### src/rtl/penc_pkg.sv
// Shared types, constants and helpers of the percent encoder.
// No dependencies; imported by every module of the block.
package penc_pkg;

  localparam int CHAR_W      = 21;
  localparam int BYTE_W      = 8;
  localparam int CFG_INDEX_W = 3;
  localparam int CFG_DATA_W  = 64;
  localparam int KEEP_W      = 256;
  localparam int QUEUE_DEPTH = 4;

  // configuration register indexes
  localparam logic [CFG_INDEX_W-1:0] CFG_ESC_CODE    = 3'd0;
  localparam logic [CFG_INDEX_W-1:0] CFG_WIDE_SOURCE = 3'd1;
  localparam logic [CFG_INDEX_W-1:0] CFG_KEEP_SET_W0 = 3'd2;
  localparam logic [CFG_INDEX_W-1:0] CFG_KEEP_SET_W1 = 3'd3;
  localparam logic [CFG_INDEX_W-1:0] CFG_KEEP_SET_W2 = 3'd4;
  localparam logic [CFG_INDEX_W-1:0] CFG_KEEP_SET_W3 = 3'd5;

  localparam logic [BYTE_W-1:0] ESCAPE_RESET = 8'h25;  // '%'
  localparam logic [CHAR_W-1:0] UNI_MAX      = 21'h10FFFF;
  localparam logic [CHAR_W-1:0] REPLACEMENT  = 21'h00FFFD;

  typedef struct packed {
    logic [BYTE_W-1:0] esc_code;
    logic              wide_source;
    logic [KEEP_W-1:0] keep_set;   // bit n keeps character n
  } cfg_t;

  // one classified character: up to four source bytes
  typedef struct packed {
    logic [3:0][BYTE_W-1:0] bytes;
    logic [1:0]             last_idx;  // index of final source byte
    logic                   keep;      // pass bytes[0] through unescaped
  } desc_t;

  typedef struct packed {
    logic full;
    logic empty;
  } q_stat_t;

  function automatic logic [BYTE_W-1:0] hex_upper(input logic [3:0] nib);
    logic [BYTE_W-1:0] r;
    if (nib < 4'd10) r = 8'h30 + {4'd0, nib};
    else             r = 8'h37 + {4'd0, nib};
    return r;
  endfunction

endpackage

### src/rtl/penc_front.sv
// Front end: accepts characters and classifies them into descriptors.
// Depends on penc_pkg.
module penc_front (
  input  logic                         s_tvalid,
  output logic                         s_tready,
  input  logic [penc_pkg::CHAR_W-1:0]  char_value,
  input  penc_pkg::cfg_t               cfg,
  input  penc_pkg::q_stat_t            q_stat,
  output logic                         push,
  output penc_pkg::desc_t              desc
);
  import penc_pkg::*;

  logic [CHAR_W-1:0] cp;

  assign s_tready = !q_stat.full;
  assign push     = s_tvalid && s_tready;

  // out-of-range code points map to U+FFFD
  assign cp = (char_value > UNI_MAX) ? REPLACEMENT : char_value;

  always_comb begin
    desc          = '0;
    desc.bytes[0] = char_value[7:0];
    if (!cfg.wide_source || char_value < 21'h80) begin
      desc.keep     = cfg.keep_set[char_value[7:0]];
      desc.last_idx = 2'd0;
    end else if (cp < 21'h800) begin
      desc.bytes[0] = {3'b110, cp[10:6]};
      desc.bytes[1] = {2'b10, cp[5:0]};
      desc.last_idx = 2'd1;
    end else if (cp < 21'h10000) begin
      desc.bytes[0] = {4'b1110, cp[15:12]};
      desc.bytes[1] = {2'b10, cp[11:6]};
      desc.bytes[2] = {2'b10, cp[5:0]};
      desc.last_idx = 2'd2;
    end else begin
      desc.bytes[0] = {5'b11110, cp[20:18]};
      desc.bytes[1] = {2'b10, cp[17:12]};
      desc.bytes[2] = {2'b10, cp[11:6]};
      desc.bytes[3] = {2'b10, cp[5:0]};
      desc.last_idx = 2'd3;
    end
  end

endmodule

### src/rtl/penc_fifo.sv
// Short descriptor queue between front and back end.
// Depends on penc_pkg.
module penc_fifo #(
  parameter int DEPTH = penc_pkg::QUEUE_DEPTH
) (
  input  logic               clk,
  input  logic               rst,
  input  logic               push,
  input  penc_pkg::desc_t    wr_desc,
  input  logic               pop,
  output penc_pkg::desc_t    rd_desc,
  output penc_pkg::q_stat_t  q_stat
);
  import penc_pkg::*;

  localparam int AW = (DEPTH > 1) ? $clog2(DEPTH) : 1;
  localparam int CW = $clog2(DEPTH + 1);

  desc_t           mem [DEPTH];
  logic [AW-1:0]   wr_ptr;
  logic [AW-1:0]   rd_ptr;
  logic [CW-1:0]   count;

  function automatic logic [AW-1:0] bump(input logic [AW-1:0] p);
    return (p == AW'(DEPTH - 1)) ? '0 : p + 1'b1;
  endfunction

  assign q_stat.full  = (count == CW'(DEPTH));
  assign q_stat.empty = (count == '0);
  assign rd_desc      = mem[rd_ptr];

  always_ff @(posedge clk) begin
    if (push) mem[wr_ptr] <= wr_desc;
  end

  always_ff @(posedge clk) begin
    if (rst) begin
      wr_ptr <= '0;
      rd_ptr <= '0;
      count  <= '0;
    end else begin
      if (push) wr_ptr <= bump(wr_ptr);
      if (pop)  rd_ptr <= bump(rd_ptr);
      case ({push, pop})
        2'b10:   count <= count + 1'b1;
        2'b01:   count <= count - 1'b1;
        default: count <= count;
      endcase
    end
  end

endmodule

### src/rtl/penc_back.sv
// Back end: walks the head descriptor, one output byte a cycle while m_tready is high.
// Depends on penc_pkg.
module penc_back (
  input  logic                          clk,
  input  logic                          rst,
  input  penc_pkg::cfg_t                cfg,
  input  penc_pkg::desc_t               head,
  input  penc_pkg::q_stat_t             q_stat,
  output logic                          pop,
  output logic                          m_tvalid,
  input  logic                          m_tready,
  output logic [penc_pkg::BYTE_W-1:0]   m_tdata,
  output logic                          m_tlast
);
  import penc_pkg::*;

  typedef enum logic [2:0] {
    PH_ESC = 3'b001,
    PH_HI  = 3'b010,
    PH_LO  = 3'b100
  } phase_t;

  phase_t            phase, phase_next;
  logic [1:0]        idx, idx_next;
  logic [BYTE_W-1:0] cur, beat;
  logic              beat_last, load;

  assign cur       = head.bytes[idx];
  assign load      = !q_stat.empty && (!m_tvalid || m_tready);
  assign beat_last = head.keep || (phase == PH_LO && idx == head.last_idx);
  assign pop       = load && beat_last;

  always_comb begin
    beat       = cfg.esc_code;
    phase_next = phase;
    idx_next   = idx;
    unique case (phase)
      PH_ESC: begin
        beat       = cfg.esc_code;
        phase_next = PH_HI;
      end
      PH_HI: begin
        beat       = hex_upper(cur[7:4]);
        phase_next = PH_LO;
      end
      PH_LO: begin
        beat       = hex_upper(cur[3:0]);
        phase_next = PH_ESC;
        idx_next   = idx + 1'b1;
      end
      default: begin
        beat       = cfg.esc_code;
        phase_next = PH_ESC;
      end
    endcase
    if (head.keep) beat = head.bytes[0];
    if (beat_last) begin
      phase_next = PH_ESC;
      idx_next   = 2'd0;
    end
  end

  always_ff @(posedge clk) begin
    if (rst) begin
      phase    <= PH_ESC;
      idx      <= 2'd0;
      m_tvalid <= 1'b0;
    end else if (load) begin
      phase    <= phase_next;
      idx      <= idx_next;
      m_tvalid <= 1'b1;
    end else if (m_tready) begin
      m_tvalid <= 1'b0;
    end
  end

  always_ff @(posedge clk) begin
    if (load) begin
      m_tdata <= beat;
      m_tlast <= beat_last;
    end
  end

endmodule

### src/rtl/percent_encoder_utf8.sv
// Percent encoder with UTF-8 support: top level, config registers, assertions.
// Depends on penc_pkg, penc_front, penc_fifo, penc_back.
// An accepted character is written into the descriptor queue, then its first byte is
//   loaded into the output register when the queue and the output register are free.
// Throughput: one output byte per cycle, set by the output register, while m_tready is high
//   and the queue is not empty; a character becomes 1 (kept), 3, 6, 9 or 12 output bytes. Input is taken while
//   the QUEUE_DEPTH-entry descriptor queue has room.
// Reset (rst, synchronous): empties the queue, drops m_tvalid, restores config.
module percent_encoder_utf8 #(
  parameter int QUEUE_DEPTH = penc_pkg::QUEUE_DEPTH
) (
  input  logic                              clk,
  input  logic                              rst,
  // input stream, one character per transaction
  input  logic                              s_tvalid,
  output logic                              s_tready,
  input  logic [23:0]                       s_tdata,   // [20:0] char_value, [23:21] zero
  // output stream, one byte per transaction
  output logic                              m_tvalid,
  input  logic                              m_tready,
  output logic [7:0]                        m_tdata,   // [7:0] out_byte
  output logic                              m_tlast,   // last_of_item
  // configuration write channel
  input  logic                              cfg_valid,
  output logic                              cfg_ready,
  input  logic [penc_pkg::CFG_INDEX_W-1:0]  cfg_index,
  input  logic [penc_pkg::CFG_DATA_W-1:0]   cfg_data
);
  import penc_pkg::*;

  cfg_t    cfg;
  desc_t   wr_desc, head;
  q_stat_t q_stat;
  logic    push, pop;

  // config writes always complete; unknown indexes are dropped
  assign cfg_ready = 1'b1;

  always_ff @(posedge clk) begin
    if (rst) begin
      cfg.esc_code    <= ESCAPE_RESET;
      cfg.wide_source <= 1'b0;
      cfg.keep_set    <= '0;
    end else if (cfg_valid && cfg_ready) begin
      unique case (cfg_index)
        CFG_ESC_CODE:    cfg.esc_code          <= cfg_data[7:0];
        CFG_WIDE_SOURCE: cfg.wide_source       <= cfg_data[0];
        CFG_KEEP_SET_W0: cfg.keep_set[63:0]    <= cfg_data;
        CFG_KEEP_SET_W1: cfg.keep_set[127:64]  <= cfg_data;
        CFG_KEEP_SET_W2: cfg.keep_set[191:128] <= cfg_data;
        CFG_KEEP_SET_W3: cfg.keep_set[255:192] <= cfg_data;
        default: ;
      endcase
    end
  end

  // front: classify and UTF-8 encode into a descriptor
  penc_front u_front (
    .s_tvalid   (s_tvalid),
    .s_tready   (s_tready),
    .char_value (s_tdata[CHAR_W-1:0]),
    .cfg        (cfg),
    .q_stat     (q_stat),
    .push       (push),
    .desc       (wr_desc)
  );

  // decoupling queue
  penc_fifo #(
    .DEPTH (QUEUE_DEPTH)
  ) u_fifo (
    .clk     (clk),
    .rst     (rst),
    .push    (push),
    .wr_desc (wr_desc),
    .pop     (pop),
    .rd_desc (head),
    .q_stat  (q_stat)
  );

  // back: escape sequencer and output register
  penc_back u_back (
    .clk      (clk),
    .rst      (rst),
    .cfg      (cfg),
    .head     (head),
    .q_stat   (q_stat),
    .pop      (pop),
    .m_tvalid (m_tvalid),
    .m_tready (m_tready),
    .m_tdata  (m_tdata),
    .m_tlast  (m_tlast)
  );

  // queue can never report full and empty together
  a_q_stat: assert property (@(posedge clk) disable iff (rst)
    !(q_stat.full && q_stat.empty))
    else $error("queue full and empty at once");

  // an accepted character is held in the queue at the next edge
  a_push_held: assert property (@(posedge clk) disable iff (rst)
    (s_tvalid && s_tready) |=> !q_stat.empty)
    else $error("accepted character lost from queue");

  // bytes of one character stream without gaps
  a_no_gap: assert property (@(posedge clk) disable iff (rst)
    (m_tvalid && m_tready && !m_tlast) |=> m_tvalid)
    else $error("gap inside an encoded character");

endmodule
### config.mk
export PLATFORM = sky130hd
export DESIGN_NAME = percent_encoder_utf8
export DESIGN_NICKNAME = d
export VERILOG_FILES = /design/src/rtl/penc_pkg.sv /design/src/rtl/penc_front.sv /design/src/rtl/penc_fifo.sv /design/src/rtl/penc_back.sv /design/src/rtl/percent_encoder_utf8.sv
export SDC_FILE = /design/constraint.sdc
export NUM_CORES = 1
export LEC_CHECK = 0
export BUFFER_PORTS_ARGS = -buffer_cell sky130_fd_sc_hd__buf_2
export CORE_MARGIN = 10
export CORE_UTILIZATION = 62
export CTS_CLUSTER_SIZE = 8
export DETAILED_ROUTE_END_ITERATION = 8
export PLACE_DENSITY = 0.81
export SLEW_MARGIN = 20
export SYNTH_ARGS = -nofsm -noshare
export SYNTH_HDL_FRONTEND = slang
export SYNTH_HIERARCHICAL = 1
export SYNTH_SLANG_ARGS = --single-unit
### constraint.sdc
create_clock -name clk -period 4 [get_ports clk]
set_clock_uncertainty 0.05 [all_clocks]
set_input_delay 0.4 -clock clk [delete_from_list [all_inputs] [get_ports clk]]
set_output_delay 0.4 -clock clk [all_outputs]
set_load 0.03 [all_outputs]
==> flow_metrics.tcl, run 1 <==
set metrics [dict create \
    status "finished clean" \
    timing.rr.end "u_fifo/count[2]" \
    finalMaxSlewViolations 0 \
    finalPower_uw 11200 \
    pwr-share-seq_pct 44.2 \
    wl_per_cell_um 22.7 \
    synth_area_leaders "dfxtp_1 (28%), edfxtp_1 (22%), mux2i_1 (15%), nand2b_1 (11%), mux4_2 (8.3%)" \
    crit_path_start_kind "flip-flop" \
    clk_path_buf_depth 3 \
    gp_congestion 0.897 \
    cts_tree "built" \
    fin_area_mm2 0.0223 \
    ant_nets 0 \
    path_clk_slew_ns 0.05 \
    synth_compound_area_share_pct 4.94 \
    worstPathRequired_ns 4.45 \
    grt_use_total_pct 24.2 \
    vias 12900 \
    via_per_inst 6.13 \
    power.share.clock_pct 39.9 \
    overflow 0 \
    cts_root_buf "clkbuf_16" \
    synth.cell_area_mm2 0.0199 \
    yosys-top-cells-count "nand2b_1 (336), mux2i_1 (303), dfxtp_1 (280)" \
    num_io_pins 108 \
    crit_path_end "u_fifo/count[2]" \
    yosysTopAreaCell "dfxtp_1" \
    maxCapViolations 0 \
    peakVddDrop_mv 0.394 \
    synthToLayoutAreaGrowth_pct 12.0 \
    p_leak_uw 0.00911 \
    critPathMaxFanout 28 \
    grt_antenna_before_repair 2 \
    timing.final.crit_share_pct 82.2 \
    rows 65 \
    wirelength_um 47900 \
    crit_path_end_kind "flip-flop" \
    die_x_um 199 \
    start_util_pct 63.0 \
    synth_edf_count 149 \
    cp_slowest_cell "mux4_1" \
    core_area_mm2 0.0316 \
    drive_gt1_share_pct 17.7 \
    p_comb_share_pct 15.9 \
    placed_cell_area_mm2 0.0207 \
    postCtsResizedCells 0 \
    arrival_ns 3.74 \
    layout.nets 1787 \
    drc_errors 0 \
    period_needed_ns 3.29 \
    die_area_mm2 0.0397 \
    p_sw_uw 2930 \
    antenna_cells 0 \
    synth_top_family_by_area "multiplexers" \
    avgSynthCellArea_um2 12.4 \
    netlist_instances 1604 \
    switching_share_pct 26.2 \
    synthSimpleGateAreaFrac_pct 14.1 \
    grt_pass1_vias 13500 \
    htree_levels 2 \
    setup_viol 0 \
    cts_sinks 429 \
    synth_top_area_share_pct 28.1 \
    tritoncts.num_buffers 59 \
    post-synth-top-count-cell "nand2b_1" \
    path_cells "buf_12 -> mux4_1 -> xnor2_1 -> a31o_2 -> and2_1 -> ha_1 -> inv_1 -> fa_1 -> xor2_1 -> or3_1 -> a21oi_1" \
    portBuffers 103 \
    drt_iter0_drc 875 \
    final.setup.tns_ns 0 \
    rsz0062_at_grt "false" \
    nFillCells 2194 \
    r2r_cells 11 \
    post-route-util_pct 70.5 \
    synth-xor-area-share_pct 0.308 \
    relSlewSlack_pct 38.1 \
    hold_path.class "input pin to flip-flop" \
    finalHoldViolations 0 \
    synth_cell_types 70 \
    async_flop_share_pct 0 \
    critPathMaxStageDelay_ns 0.60 \
    intPower_uw 8270 \
    ys_ff_latch 429 \
    yosys_warnings 6 \
    synth_adder_area_share_pct 0.603 \
    grt_max_degree 127 \
    dp_hpwl_um 30700 \
    powerDensity_mw_per_mm2 502 \
    grt_pass1_wl_um 75400 \
    synth_flop_cell "dfxtp_1" \
    postCtsSetupRepairBufs 0 \
    clkLatencyLatePin_ns 0.59 \
    synthMuxAreaShare_pct 25.7 \
    crit_type "flip-flop to flip-flop" \
    postCtsHoldBufs 0 \
    die_height_um 199 \
    max_freq_ghz 0.304 \
    seq_area_frac_synth_pct 50.6 \
    dr.pass1.iters 5 \
    max_slew.worst_pin.slew_ns 0.927 \
    reg2reg_setup_slack_ns 0.71 \
]
-- worst min path at each step --
stage	end	from	cells past startpoint
final	u_back/m_tvalid	m_tready	3
after floorplan	cfg[51]	cfg[51]	2
after detailed placement	cfg[20]	cfg[20]	2
after global routing	cfg[259]	cfg_data[2]	3
after CTS	u_back/m_tvalid	m_tready	3
after global placement	cfg[5]	cfg[5]	2
-- state kept, by name, indices dropped and copies added (netlist names), named ones only --
name / flops
cfg: 265
u_back/idx: 2
u_back/m_tdata: 8
u_back/m_tlast: 1
u_back/m_tvalid: 1
u_back/phase: 3
u_fifo/count: 3
u_fifo/mem: 140
u_fifo/rd_ptr: 2
u_fifo/wr_ptr: 2
-- cells by family after synthesis --
| logic type | Yosys count |
|---|---|
| AOI/OAI and AO/OA | 140 |
| and+or+nand+nor | 469 |
| buffers and inverters | 145 |
| adders and majority gates | 9 |
| muxes | 403 |
| xor gates and xnor gates | 7 |
| other | 2 |
| DFF | 429 |
-- cell type report --
class / instances / area [µm²] / share of cell area (%)
clock buffer: 84 / 1580 / 7.08
clock inverter: 3 / 52.6 / 0.236
inverter: 24 / 90.1 / 0.404
multi-input combinational: 1032 / 9120 / 40.9
sequential: 429 / 10100 / 45.2
tap: 402 / 503 / 2.25
timing repair buffer: 136 / 878 / 3.94
-- cells in the final DEF, fill, tap and decap left out, types with 6 or more instances in the layout --
master,n
a211oi_1,13
a21oi_1,32
a221oi_1,9
a22o_1,6
a22oi_1,8
and2_1,14
buf_12,8
buf_2,100
buf_4,26
clkbuf_1,24
clkbuf_16,59
dfxtp_1,279
edfxtp_1,149
ha_1,8
inv_1,24
mux2_2,18
mux2i_1,303
mux4_1,9
mux4_2,73
nand2_1,28
nand2b_1,336
nor2_1,41
nor2b_1,7
nor3_1,6
o21ai_0,18
o221ai_1,8
o22ai_1,10
-- worst max-delay path, delay by kind of cell, from the launching register on --
family	cells	cell delay (ns)
compound gates	2	0.42
xor+xnor	2	0.37
fa+ha+maj	2	0.58
buf+inv	2	0.31
flops	1	0.34
mux	1	0.60
simple gates	2	0.54
-- metrics by stage --
stage | cells | worst slack (ns) | hold WS, ns
final | 2110 | 0.714 | 0.0707
after global routing | 2110 | 0.549 | 0.0907
after CTS | 2110 | 0.679 | 0.0635
after detailed placement | 2023 | 0.737 | 0.409
after global placement | 2023 | 0.808 | 0.404
after floorplan | 1606 | 1.09 | 0.394
-- power by group through the flow --
stage | registers, µW | clock network [µW] | logic, µW
3_5_place_dp | 5030 | 0 | 1760
3_3_place_gp | 5000 | 0 | 1720
5_1_grt | 4970 | 4700 | 1910
6_report | 4950 | 4480 | 1780
4_1_cts | 4950 | 4520 | 1780
2_1_floorplan | 5090 | 0 | 1240
-- layer usage --
layer | up-vias | GRT usage (%) | share of wire, %
li1 | 5937 | - | -
met1 | 6464 | 30.2 | 41
met2 | 432 | 41.9 | 50
met3 | 106 | 3.85 | 6.3
met4 | 4 | 7.97 | 3.1
met5 | - | 0 | 0.042
Power figures use the tool's default switching activity.
==> inputs of run 2 (changes only) <==
==> constraint.sdc (replaced) <==
create_clock -name clk -period 3.1 [get_ports clk]
set_clock_uncertainty 0.05 [all_clocks]
set_input_delay 0.31 -clock clk [delete_from_list [all_inputs] [get_ports clk]]
set_output_delay 0.31 -clock clk [all_outputs]
set_load 0.03 [all_outputs]
==> flow_metrics.tcl, run 2 (same netlist as run 1, synthesis figures left out) <==
set metrics [dict create \
    grt_use_total_pct 23.8 \
    final_cell_mix "nand2b_1 (336), mux2i_1 (303), dfxtp_1 (279)" \
    overflow 0 \
    status "finished clean" \
    fin_cells 2141 \
    tritoncts.num_buffers 59 \
    timing.final.crit_share_pct 96.7 \
    fin_area_mm2 0.0226 \
    hold_path.class "input pin to flip-flop" \
    start_util_pct 63.0 \
    reg.largest.list "cfg (265), u_fifo/mem (140), u_back/m_tdata (8)" \
    clk_path_buf_depth 3 \
    worstPathRequired_ns 3.37 \
    period_needed_ns 3.00 \
    placed_cell_area_mm2 0.0209 \
    dr.pass1.iters 7 \
    setup_viol 0 \
    layout_commonest_cell "nand2b_1" \
    critPathMaxFanout 7 \
    max_slew.worst_pin.slew_ns 1.13 \
    die_area_mm2 0.0397 \
    drt_iter0_drc 1034 \
    rsz0062_at_grt "false" \
    die_x_um 199 \
    grt_pass1_wl_um 75000 \
    p_leak_uw 0.00927 \
    setup_slack_ns 0.103 \
    min_delay_path_depth 3 \
    nFillCells 2140 \
    arrival_ns 3.27 \
    crit_type "flip-flop to flip-flop" \
    largest_register_ffs 265 \
    maxCapViolations 0 \
    drc_errors 0 \
    num_io_pins 108 \
    post-route-util_pct 71.5 \
    path_clk_slew_ns 0.05 \
    wl_per_cell_um 22.2 \
    place_inst 2045 \
    clkLatencyLatePin_ns 0.58 \
    ant_nets 0 \
    crit_path_end_kind "flip-flop" \
    portBuffers 103 \
    htree_levels 2 \
    rows 65 \
    final.setup.tns_ns 0 \
    regMostFlops "cfg" \
    layout.nets 1817 \
    vias 13200 \
    peakVddDrop_mv 0.437 \
    hp-start "cfg_data[36]" \
    relSlewSlack_pct 24.6 \
    grt_antenna_before_repair 1 \
    wirelength_um 47500 \
    cts_root_buf "clkbuf_16" \
    via_per_inst 6.16 \
    r2r_cells 10 \
    drive_gt1_share_pct 19.3 \
    synthToLayoutAreaGrowth_pct 13.5 \
    cts_sinks 429 \
    cts_tree "built" \
    core_area_mm2 0.0316 \
    crit_path_start_kind "flip-flop" \
    gp_congestion 0.991 \
    grt_max_degree 87 \
    finalHoldViolations 0 \
    powerDensity_mw_per_mm2 646 \
    dp_hpwl_um 31500 \
    die_height_um 199 \
    finalMaxSlewViolations 0 \
    dp_worst_setup_slack_ns 0.0458 \
    max_freq_ghz 0.334 \
    grt_pass1_vias 13500 \
]
run 2: cell type report:
cell class	count	area, µm²	share of cell area, %
Antenna cell	1	2.50	0.0111
Clock buffer	84	1590	7.04
Clock inverter	3	30.0	0.133
Inverter	24	90.1	0.398
Multi-Input combinational cell	1032	9130	40.4
Sequential cell	429	10100	44.6
Tap cell	402	503	2.22
Timing Repair Buffer	166	1180	5.23
run 2: power breakdown:
part | switching, µW | internal (µW) | total, µW | leakage (µW)
sequential | 151 | 6230 | 6390 | 0.00360
clock | 2240 | 3480 | 5720 | 0.000783
combinational | 1360 | 1140 | 2490 | 0.00488
total | 3750 | 10900 | 14600 | 0.00927
run 2: stage by stage:
step                power (µW)  hold slack [ns]
finish                   14600           0.0307
global route             15100           0.0594
CTS                      14600           0.0193
detailed placement        8870            0.410
global placement          8780            0.404
floorplan                 8160            0.329
run 2: worst paths after layout:
path / endpoint / slack (ns)
max reg2reg: u_back/m_tdata[6] / 0.10
min reg2reg: cfg[40] / 0.42
min: cfg[164] / 0.03
max: u_back/m_tdata[6] / 0.10
run 2: critical path, stage by stage (launching register included):
cell     delay (ns)
dfxtp_4        0.37
buf_12         0.14
mux4_2         0.54
mux4_2         0.54
inv_1          0.12
ha_1           0.22
inv_1          0.06
a21o_1         0.17
a21oi_2        0.17
o22ai_1        0.10
mux2_2         0.26
run 2: repair_timing:
item	CTS	global route
setup buffers	0	5
hold endpoints to repair	3	0
gates resized for setup	0	7
endpoints found under the setup margin	0	3
hold buffers	3	0
run 2: per-layer routing:
layer  wire length, µm  track usage (%)  share of wire, %
met4              1470             8.45               3.1
met5                 8                0             0.017
met3              2580             3.55               5.4
met1             19700             30.4                41
met2             23800             40.5                50
